`src/design/snr_pkg.sv`:
```
// shared constants, types and helpers of the service name registry
`default_nettype none

package snr_pkg;

    localparam int ENTRIES    = 16;
    localparam int NAME_BYTES = 16;

    localparam int NAME_SLOTS = 16;
    localparam int NAME_W     = 8 * NAME_SLOTS;
    localparam int HALF_W     = NAME_W / 2;
    localparam int ID_W       = 32;
    localparam int CNT_W      = $clog2(ENTRIES + 1);
    localparam int IDX_W      = (ENTRIES > 1) ? $clog2(ENTRIES) : 1;

    localparam logic MODE_REGISTER = 1'b0;
    localparam logic MODE_LOOKUP   = 1'b1;

    typedef struct packed {
        logic [NAME_W-1:0] name;
        logic [ID_W-1:0]   owner;
    } t_entry;

    typedef struct packed {
        logic capture;
        logic write_entry;
        logic scan_start;
        logic scan_step;
        logic load_result;
    } t_ctrl_cmd;

    typedef struct packed {
        logic is_lookup;
        logic scan_more;
        logic rd_vld;
        logic hit;
    } t_dp_status;

    // keeps each byte that lies before the first zero byte and inside NAME_BYTES
    function automatic logic [NAME_W-1:0] name_mask(input logic [NAME_W-1:0] name);
        logic [NAME_W-1:0] m;
        logic              keep;
        m = '0;
        for (int k = 0; k < NAME_SLOTS; k++) begin
            keep = (k < NAME_BYTES);
            for (int j = 0; j <= k; j++) begin
                keep = keep & (|name[8*j +: 8]);
            end
            m[8*k +: 8] = {8{keep}};
        end
        return m;
    endfunction

endpackage

`default_nettype wire

```
`src/design/snr_datapath.sv`:
```
// registry datapath: request capture, entry table, scan compare and result registers
`default_nettype none

module snr_datapath (
    input  wire logic                   i_clk,
    input  wire logic                   i_rst_n,
    input  wire snr_pkg::t_ctrl_cmd     i_cmd,
    output snr_pkg::t_dp_status         o_status,
    input  wire logic                   i_mode,
    input  wire logic [snr_pkg::ID_W-1:0]   i_sender_id,
    input  wire logic [snr_pkg::HALF_W-1:0] i_name_low,
    input  wire logic [snr_pkg::HALF_W-1:0] i_name_high,
    output logic [snr_pkg::ID_W-1:0]    o_reply_to,
    output logic                        o_reply_kind,
    output logic [snr_pkg::ID_W-1:0]    o_found_id,
    output logic                        o_table_full
);

    logic                          r_mode;
    logic [snr_pkg::ID_W-1:0]      r_sender;
    logic [snr_pkg::NAME_W-1:0]    r_query;
    logic [snr_pkg::NAME_W-1:0]    r_mask;
    logic [snr_pkg::CNT_W-1:0]     r_count;
    logic [snr_pkg::CNT_W-1:0]     r_addr;
    logic                          r_rd_vld;
    snr_pkg::t_entry               r_rd_data;
    logic [snr_pkg::ID_W-1:0]      r_found;
    logic                          r_full;
    logic [snr_pkg::ID_W-1:0]      r_reply_to;
    logic                          r_reply_kind;
    logic [snr_pkg::ID_W-1:0]      r_found_id;
    logic                          r_table_full;

    snr_pkg::t_entry               r_mem [snr_pkg::ENTRIES];

    logic [snr_pkg::NAME_W-1:0]    n_name;
    logic [snr_pkg::NAME_W-1:0]    n_mask;
    logic                          have_room;
    logic                          scan_more;
    logic                          hit;

    assign n_name    = {i_name_high, i_name_low};
    assign n_mask    = snr_pkg::name_mask(n_name);
    assign have_room = (r_count < snr_pkg::CNT_W'(snr_pkg::ENTRIES));
    assign scan_more = (r_addr < r_count);
    assign hit       = (((r_rd_data.name ^ r_query) & r_mask) == '0);

    assign o_status.is_lookup = (r_mode == snr_pkg::MODE_LOOKUP);
    assign o_status.scan_more = scan_more;
    assign o_status.rd_vld    = r_rd_vld;
    assign o_status.hit       = hit;

    // table storage, one write port and one registered read port
    always_ff @(posedge i_clk) begin
        if (i_cmd.write_entry && have_room) begin
            r_mem[r_count[snr_pkg::IDX_W-1:0]] <= '{name: r_query, owner: r_sender};
        end
        if (i_cmd.scan_step && scan_more) begin
            r_rd_data <= r_mem[r_addr[snr_pkg::IDX_W-1:0]];
        end
    end

    always_ff @(posedge i_clk) begin
        if (!i_rst_n) begin
            r_count  <= '0;
            r_addr   <= '0;
            r_rd_vld <= 1'b0;
        end else begin
            if (i_cmd.write_entry && have_room) begin
                r_count <= r_count + 1'b1;
            end
            if (i_cmd.scan_start) begin
                r_addr   <= '0;
                r_rd_vld <= 1'b0;
            end else if (i_cmd.scan_step) begin
                r_rd_vld <= scan_more;
                if (scan_more) begin
                    r_addr <= r_addr + 1'b1;
                end
            end
        end
    end

    // payload registers
    always_ff @(posedge i_clk) begin
        if (i_cmd.capture) begin
            r_mode   <= i_mode;
            r_sender <= i_sender_id;
            r_query  <= n_name & n_mask;
            r_mask   <= n_mask;
        end
        if (i_cmd.write_entry) begin
            r_found <= '0;
            r_full  <= !have_room;
        end
        if (i_cmd.scan_start) begin
            r_found <= '0;
            r_full  <= 1'b0;
        end else if (i_cmd.scan_step && r_rd_vld && hit) begin
            r_found <= r_rd_data.owner;
        end
        if (i_cmd.load_result) begin
            r_reply_to   <= r_sender;
            r_reply_kind <= r_mode;
            r_found_id   <= r_found;
            r_table_full <= r_full;
        end
    end

    assign o_reply_to   = r_reply_to;
    assign o_reply_kind = r_reply_kind;
    assign o_found_id   = r_found_id;
    assign o_table_full = r_table_full;

endmodule

`default_nettype wire

```
`src/design/snr_ctrl.sv`:
```
// registry controller: sequences capture, insert, scan and result handoff
`default_nettype none

module snr_ctrl (
    input  wire logic               i_clk,
    input  wire logic               i_rst_n,
    input  wire logic               i_valid,
    output logic                    o_stall,
    output logic                    o_valid,
    input  wire logic               i_stall,
    input  wire snr_pkg::t_dp_status i_status,
    output snr_pkg::t_ctrl_cmd      o_cmd
);

    typedef enum logic [1:0] {
        S_IDLE,
        S_START,
        S_SCAN,
        S_DONE
    } t_state;

    t_state r_state;
    t_state n_state;
    logic   r_busy;
    logic   r_out_valid;
    logic   accept;
    logic   out_free;
    logic   scan_end;

    assign accept   = i_valid && !r_busy;
    assign out_free = !r_out_valid || !i_stall;
    // stop on the first hit, or once every valid entry has been compared
    assign scan_end = (i_status.rd_vld && i_status.hit) ||
                      (!i_status.rd_vld && !i_status.scan_more);

    always_comb begin
        o_cmd   = '0;
        n_state = r_state;
        unique case (r_state)
            S_IDLE: begin
                if (accept) begin
                    o_cmd.capture = 1'b1;
                    n_state       = S_START;
                end
            end
            S_START: begin
                if (i_status.is_lookup) begin
                    o_cmd.scan_start = 1'b1;
                    n_state          = S_SCAN;
                end else begin
                    o_cmd.write_entry = 1'b1;
                    n_state           = S_DONE;
                end
            end
            S_SCAN: begin
                o_cmd.scan_step = 1'b1;
                if (scan_end) begin
                    n_state = S_DONE;
                end
            end
            S_DONE: begin
                if (out_free) begin
                    o_cmd.load_result = 1'b1;
                    n_state           = S_IDLE;
                end
            end
            default: n_state = S_IDLE;
        endcase
    end

    always_ff @(posedge i_clk) begin
        if (!i_rst_n) begin
            r_state     <= S_IDLE;
            r_busy      <= 1'b0;
            r_out_valid <= 1'b0;
        end else begin
            r_state <= n_state;
            if (accept) begin
                r_busy <= 1'b1;
            end else if (o_cmd.load_result) begin
                r_busy <= 1'b0;
            end
            if (o_cmd.load_result) begin
                r_out_valid <= 1'b1;
            end else if (!i_stall) begin
                r_out_valid <= 1'b0;
            end
        end
    end

    assign o_stall = r_busy;
    assign o_valid = r_out_valid;

endmodule

`default_nettype wire

```
`src/design/service_name_registry_unit.sv`:
```
// Service name registry: 16-entry name-to-id table with prefix lookup.
// One request is handled at a time. A register request writes its entry and
// then has its reply offered. A lookup scans the stored entries in order and
// stops at the first match, or once all stored entries have been compared
// without one. The scan reads the entry table one entry per cycle and
// compares the registered read against the masked query. A new request can be
// accepted once the previous reply has been moved to the output register, even
// if the downstream side has not taken it yet. A stall on the previous reply
// can hold the next reply back from the output register. A register request
// on a full table is dropped and answered with o_table_full set.
`default_nettype none

module service_name_registry_unit (
    input  wire logic                       i_clk,
    input  wire logic                       i_rst_n,
    input  wire logic                       i_valid,
    output logic                            o_stall,
    input  wire logic                       i_mode,
    input  wire logic [snr_pkg::ID_W-1:0]   i_sender_id,
    input  wire logic [snr_pkg::HALF_W-1:0] i_name_low,
    input  wire logic [snr_pkg::HALF_W-1:0] i_name_high,
    output logic                            o_valid,
    input  wire logic                       i_stall,
    output logic [snr_pkg::ID_W-1:0]        o_reply_to,
    output logic                            o_reply_kind,
    output logic [snr_pkg::ID_W-1:0]        o_found_id,
    output logic                            o_table_full
);

    snr_pkg::t_ctrl_cmd  cmd;
    snr_pkg::t_dp_status status;

    snr_ctrl u_ctrl (
        .i_clk    (i_clk),
        .i_rst_n  (i_rst_n),
        .i_valid  (i_valid),
        .o_stall  (o_stall),
        .o_valid  (o_valid),
        .i_stall  (i_stall),
        .i_status (status),
        .o_cmd    (cmd)
    );

    snr_datapath u_dp (
        .i_clk        (i_clk),
        .i_rst_n      (i_rst_n),
        .i_cmd        (cmd),
        .o_status     (status),
        .i_mode       (i_mode),
        .i_sender_id  (i_sender_id),
        .i_name_low   (i_name_low),
        .i_name_high  (i_name_high),
        .o_reply_to   (o_reply_to),
        .o_reply_kind (o_reply_kind),
        .o_found_id   (o_found_id),
        .o_table_full (o_table_full)
    );

endmodule

`default_nettype wire

```
`config.mk`:
```
export PLATFORM = sky130hd
export DESIGN_NAME = service_name_registry_unit
export DESIGN_NICKNAME = d
export VERILOG_FILES = /design/src/design/snr_pkg.sv /design/src/design/snr_datapath.sv /design/src/design/snr_ctrl.sv /design/src/design/service_name_registry_unit.sv
export SDC_FILE = /design/constraint.sdc
export NUM_CORES = 2
export LEC_CHECK = 0
export ABC_AREA = 0
export CAP_MARGIN = 0
export CORE_ASPECT_RATIO = 0.8
export CORE_MARGIN = 5
export CORE_UTILIZATION = 60
export DETAILED_ROUTE_END_ITERATION = 8
export DONT_BUFFER_PORTS = 1
export PLACE_DENSITY = 0.76
export SETUP_SLACK_MARGIN = 0.02
export SLEW_MARGIN = 40
export SYNTH_ARGS = -nofsm -noshare
export SYNTH_HDL_FRONTEND = slang
export SYNTH_SLANG_ARGS = --single-unit
```
`constraint.sdc`:
```
create_clock -name i_clk -period 17.08 [get_ports i_clk]
set_clock_uncertainty 0.1 [all_clocks]
set_input_delay 5.124 -clock i_clk [delete_from_list [all_inputs] [get_ports i_clk]]
set_output_delay 5.124 -clock i_clk [all_outputs]
set_load 0.01 [all_outputs]
```
==> impl_results.html <==
<table>
<tr><th>Metric</th><th>Value</th></tr>
<tr><th colspan="2">Routing</th></tr>
<tr><td>DRC violations left</td><td>0</td></tr>
<tr><td>Routed wirelength normalized by instance count</td><td>34.7 um</td></tr>
<tr><td>Total iterations of the first detailed-routing run</td><td>6</td></tr>
<tr><td>Detailed-route vias per instance</td><td>6.72</td></tr>
<tr><td>Routed via count</td><td>50100</td></tr>
<tr><td>Detailed Route WL</td><td>259000 um</td></tr>
<tr><td>Number of routed nets with antenna violations</td><td>0</td></tr>
<tr><td>DRC violation total after the first TritonRoute iteration</td><td>6874</td></tr>
<tr><th colspan="2">Power and ir drop</th></tr>
<tr><td>Power per cell area</td><td>128 nW/um2</td></tr>
<tr><td>Cell-internal power</td><td>12.6 mW</td></tr>
<tr><td>Combinational share of power</td><td>4.4%</td></tr>
<tr><td>Switching share of power</td><td>21.6%</td></tr>
<tr><td>Power share of the sequential group</td><td>56.5%</td></tr>
<tr><td>Switching Power</td><td>3.48 mW</td></tr>
<tr><td>Clk network pwr share</td><td>39.0%</td></tr>
<tr><td>Peak supply drop</td><td>0.000100 V</td></tr>
<tr><td>Lkg Pwr</td><td>37.5 nW</td></tr>
<tr><th colspan="2">Global routing</th></tr>
<tr><td>First-pass GRT wire length</td><td>373000 um</td></tr>
<tr><td>Via count of the first global-routing pass</td><td>52500</td></tr>
<tr><td>Antenna violations before repair</td><td>7</td></tr>
<tr><td>Largest net degree at the start of global routing</td><td>79</td></tr>
<tr><td>Global route total overflow</td><td>0</td></tr>
<tr><td>Global-route usage over all layers</td><td>26.7%</td></tr>
<tr><th colspan="2">Clocking</th></tr>
<tr><td>Clock-pin transition on the worst setup and hold timing paths</td><td>0.07 ns</td></tr>
<tr><td>Clock insertion delay at the later pin of the skew report</td><td>0.91 ns</td></tr>
<tr><td>CTS Buffer Depth</td><td>4</td></tr>
<tr><td>H-tree lvl count</td><td>5</td></tr>
<tr><td>Setup repair bufs after CTS</td><td>0</td></tr>
<tr><td>Total clock sinks</td><td>3011</td></tr>
<tr><td>Clock tree from TritonCTS</td><td>done</td></tr>
<tr><td>Post-CTS sizing</td><td>0</td></tr>
<tr><td># hold bufs at CTS</td><td>0</td></tr>
<tr><td>Clock tree root buffer cell</td><td>clkbuf_16</td></tr>
<tr><td>Number of buffers created by CTS</td><td>296</td></tr>
<tr><th colspan="2">Status</th></tr>
<tr><td>Run status</td><td>complete, no violations</td></tr>
<tr><th colspan="2">STA</th></tr>
<tr><td>Total count of hold-check failures in the final report</td><td>0</td></tr>
<tr><td>Unrepaired setup endpoints after global routing</td><td>false</td></tr>
<tr><td>Slew at the pin closest to its max-slew limit</td><td>0.934 ns</td></tr>
<tr><td>Fin crit share</td><td>46.2%</td></tr>
<tr><td>Tmin final</td><td>7.90 ns</td></tr>
<tr><td>Max frequency</td><td>127 MHz</td></tr>
<tr><td>Max-slew headroom</td><td>37.7%</td></tr>
<tr><td>Number of max-slew violations in the final report</td><td>0</td></tr>
<tr><td>Sum Neg Setup Slack</td><td>0 ns</td></tr>
<tr><td>Total of endpoints with negative setup slack in the final report</td><td>0</td></tr>
<tr><th colspan="2">Logic synthesis</th></tr>
<tr><td>Most instantiated cells after synthesis</td><td>2963 x edfxtp_1, 800 x mux4_2, 132 x clkbuf_1, 132 x xnor2_1, 101 x and2_1</td></tr>
<tr><td>Sequential element share of the synthesized area</td><td>80.0%</td></tr>
<tr><td>Number of synthesis warnings</td><td>0</td></tr>
<tr><td>Cells taking the most area after synthesis</td><td>edfxtp_1 79%, mux4_2 16%, xnor2_1 1.0%, dfxtp_1 0.86%, and2_1 0.56%</td></tr>
<tr><td>Register bit total from synthesis</td><td>3011</td></tr>
<tr><td>Most frequently used cell type in the post-synthesis netlist</td><td>edfxtp_1</td></tr>
<tr><td>Fraction of synthesized area in multiplexers</td><td>16.1%</td></tr>
<tr><td>Mean area per synthesized cell</td><td>24.8 um2</td></tr>
<tr><td>Post-synthesis instance total</td><td>4524</td></tr>
<tr><td>Combinational family with the most area after synthesis</td><td>multiplexers</td></tr>
<tr><td>Cell taking the most area after synthesis</td><td>edfxtp_1</td></tr>
<tr><td>Post-synthesis simple-gate area fraction</td><td>1.44%</td></tr>
<tr><td>Post-synth design cell area</td><td>112000 um2</td></tr>
<tr><td>Xor and xnor area share after synthesis</td><td>1.05%</td></tr>
<tr><td>Share of the synthesized area in compound gates (AO/OA/AOI/OAI)</td><td>0.468%</td></tr>
<tr><td>EDFF count, synth</td><td>2963</td></tr>
<tr><td>Synth Flop Type</td><td>edfxtp_1</td></tr>
<tr><td>Proportion of register bits with asynchronous set or reset after synthesis</td><td>0%</td></tr>
<tr><td>Area fraction of the dominant cell type after synthesis</td><td>79.2%</td></tr>
<tr><td>Count of distinct cell types in the synthesized netlist</td><td>40</td></tr>
<tr><td>Synth Net Count</td><td>4703</td></tr>
<tr><td>Adder-cell share of the synthesized area</td><td>0.156%</td></tr>
<tr><th colspan="2">Finish</th></tr>
<tr><td>Post-Layout Cell Count</td><td>7457</td></tr>
<tr><td>Nets</td><td>4912</td></tr>
<tr><td>Area added between synthesis and finish</td><td>11.9%</td></tr>
<tr><td>Share of cells above drive strength 1</td><td>27.5%</td></tr>
<tr><th colspan="2">Setup path</th></tr>
<tr><td>Internal reg-to-reg setup slack</td><td>12.52 ns</td></tr>
<tr><td>Worst setup path class</td><td>input port to flip-flop</td></tr>
<tr><td>Crit path DAT</td><td>8.56 ns</td></tr>
<tr><td>Launch point of the critical path</td><td>i_name_low[2]</td></tr>
<tr><td>Critical path capture point type</td><td>flip-flop</td></tr>
<tr><td>Kind of start point of the critical path</td><td>input port</td></tr>
<tr><td>Critical path peak fanout</td><td>17</td></tr>
<tr><td>CP Data Required Time</td><td>17.75 ns</td></tr>
<tr><td>Depth of the worst register-to-register path</td><td>7</td></tr>
<tr><td>Terminus of the critical flop-to-flop path</td><td>u_dp.r_rd_data[122]</td></tr>
<tr><td>Source of the worst register-to-register timing path</td><td>u_dp.r_addr[1]</td></tr>
<tr><th colspan="2">Placement</th></tr>
<tr><td>Placed insts</td><td>6952</td></tr>
<tr><td>GP Congestion</td><td>0.733</td></tr>
<tr><td>Port bufs</td><td>0</td></tr>
<tr><td>Post-DP HPWL</td><td>126000 um</td></tr>
<tr><th colspan="2">Min path</th></tr>
<tr><td>Worst Hold Path Cells</td><td>0</td></tr>
<tr><td>Worst min-delay path startpoint</td><td>u_dp.r_found[21]</td></tr>
<tr><td>Worst hold endpoint</td><td>u_dp.o_found_id[21]</td></tr>
<tr><td>Class of the tightest hold or removal check</td><td>flip-flop to flip-flop</td></tr>
<tr><th colspan="2">Die</th></tr>
<tr><td>Die X</td><td>494 um</td></tr>
<tr><td>Standard cell core area</td><td>187000 um2</td></tr>
<tr><td>Die Ht</td><td>397 um</td></tr>
<tr><td>Num ports</td><td>233</td></tr>
<tr><td>Overall die area</td><td>196000 um2</td></tr>
<tr><td>Starting utilization of the core area</td><td>60.2%</td></tr>
<tr><td>Standard-cell row count</td><td>142</td></tr>
<tr><th colspan="2">Flow run</th></tr>
<tr><td>Max Cap Viol</td><td>0</td></tr>
</table>
## worst max-delay path by stage
stage | endpoint | cells after the start
final | u_dp.r_mask[120] | 11
after global routing | u_dp.r_mask[120] | 11
after CTS | u_dp.r_mask[120] | 10
after detailed placement | u_dp.r_mask[120] | 10
after global placement | u_dp.r_mask[120] | 9
after floorplan | u_dp.r_mask[103] | 2
## worst max-delay path, cell delays in order
cell      delay (ns)
nor4_1          0.03
nand2_1         0.52
nand4_2         0.59
nor4b_4         0.41
buf_4           0.36
a21boi_4        0.45
buf_8           0.21
nand2_4         0.08
a211oi_4        0.29
buf_6           0.23
a21boi_0        0.20
## flip-flops by register name, summed over array words and instances, names as in the netlist
signal and flops:
u_dp.r_mem 2560, u_dp.r_rd_data 160, u_dp.r_query 128, u_dp.o_found_id 32
u_dp.o_reply_to 32, u_dp.r_found 32, u_dp.r_sender 32, u_dp.r_mask 16
u_dp.r_addr 5, u_dp.r_count 5, u_ctrl.r_state 2, u_ctrl.o_stall 1
u_ctrl.o_valid 1, u_dp.o_reply_kind 1, u_dp.o_table_full 1, u_dp.r_full 1
u_dp.r_mode 1, u_dp.r_rd_vld 1
## placed cells by master, fill, tap and decap left out, drive strengths merged, types with 2 or more instances in the layout
cell type and count:
clkinvlp 10, and3 29, nand4 40, clkinv 84, a211oi 2, buf 119
nor4 29, nand2b 3, nor2 24, and2 101, a21o 3, bufinv 25
clkbuf 364, mux4 800, inv 25, edfxtp 2963, or4 4, a22o 31
a21oi 6, diode 6, nand3 2, nand3b 3, xor2 3, ha 14
nor2b 5, mux2i 4, dfxtp 48, nand2 27, xnor2 132, nor3 4
o21ai 18, a21boi 3
## area by class of cell
| class | instances | area, um2 |
|---|---|---|
| Inverter | 12 | 45.0 |
| Sequential cell | 3011 | 90000 |
| Timing Repair Buffer | 119 | 1760 |
| Fill cell | 10800 | 60900 |
| Clock inverter | 132 | 1350 |
| Antenna cell | 6 | 15.0 |
| Clock buffer | 364 | 7760 |
| Multi-Input combinational cell | 1293 | 21800 |
| Tap cell | 2520 | 3150 |
## per-layer routing
metal	part of all wire, %	GRT usage (%)
met1	37	37.1
met5	0	0
met2	51	43.9
met3	9.0	5.39
met4	3.2	8.41
## kinds of logic (layout without fill, tap and decap cells)
| group | after synthesis | count (layout) |
|---|---|---|
| buffers and inverters | 220 | 627 |
| AO/OA/AOI/OAI | 67 | 67 |
| other | 0 | 6 |
| XOR/XNOR | 135 | 135 |
| flip-flops | 3011 | 3011 |
| multiplexers | 804 | 804 |
| adder cells (fa/ha/maj) | 14 | 14 |
| AND/OR/NAND/NOR | 273 | 273 |
## through the flow
| stage | area [um2] | utilization, % | setup slack, ns | hold WS [ns] | power [mW] |
|---|---|---|---|---|---|
| floorplan | 112000 | - | 3.73 | 0.308 | 9.60 |
| CTS | 126000 | 67.3 | 8.98 | 0.326 | 16.2 |
| global placement | 116000 | 62.0 | 7.83 | 0.327 | 9.88 |
| detailed placement | 117000 | 62.4 | 7.97 | 0.318 | 9.94 |
| finish | 126000 | 67.4 | 9.18 | 0.329 | 16.1 |
| global route | 126000 | 67.4 | 8.95 | 0.339 | 16.6 |
## power groups by stage
| stage | clock [mW] | sequential, mW | combinational, mW |
|---|---|---|---|
| 2_1_floorplan | 0 | 9.09 | 0.504 |
| 3_3_place_gp | 0 | 9.20 | 0.674 |
| 3_5_place_dp | 0 | 9.24 | 0.703 |
| 4_1_cts | 6.36 | 9.09 | 0.723 |
| 5_1_grt | 6.69 | 9.13 | 0.761 |
| 6_report | 6.28 | 9.10 | 0.715 |
Power figures use the tool's default switching activity.
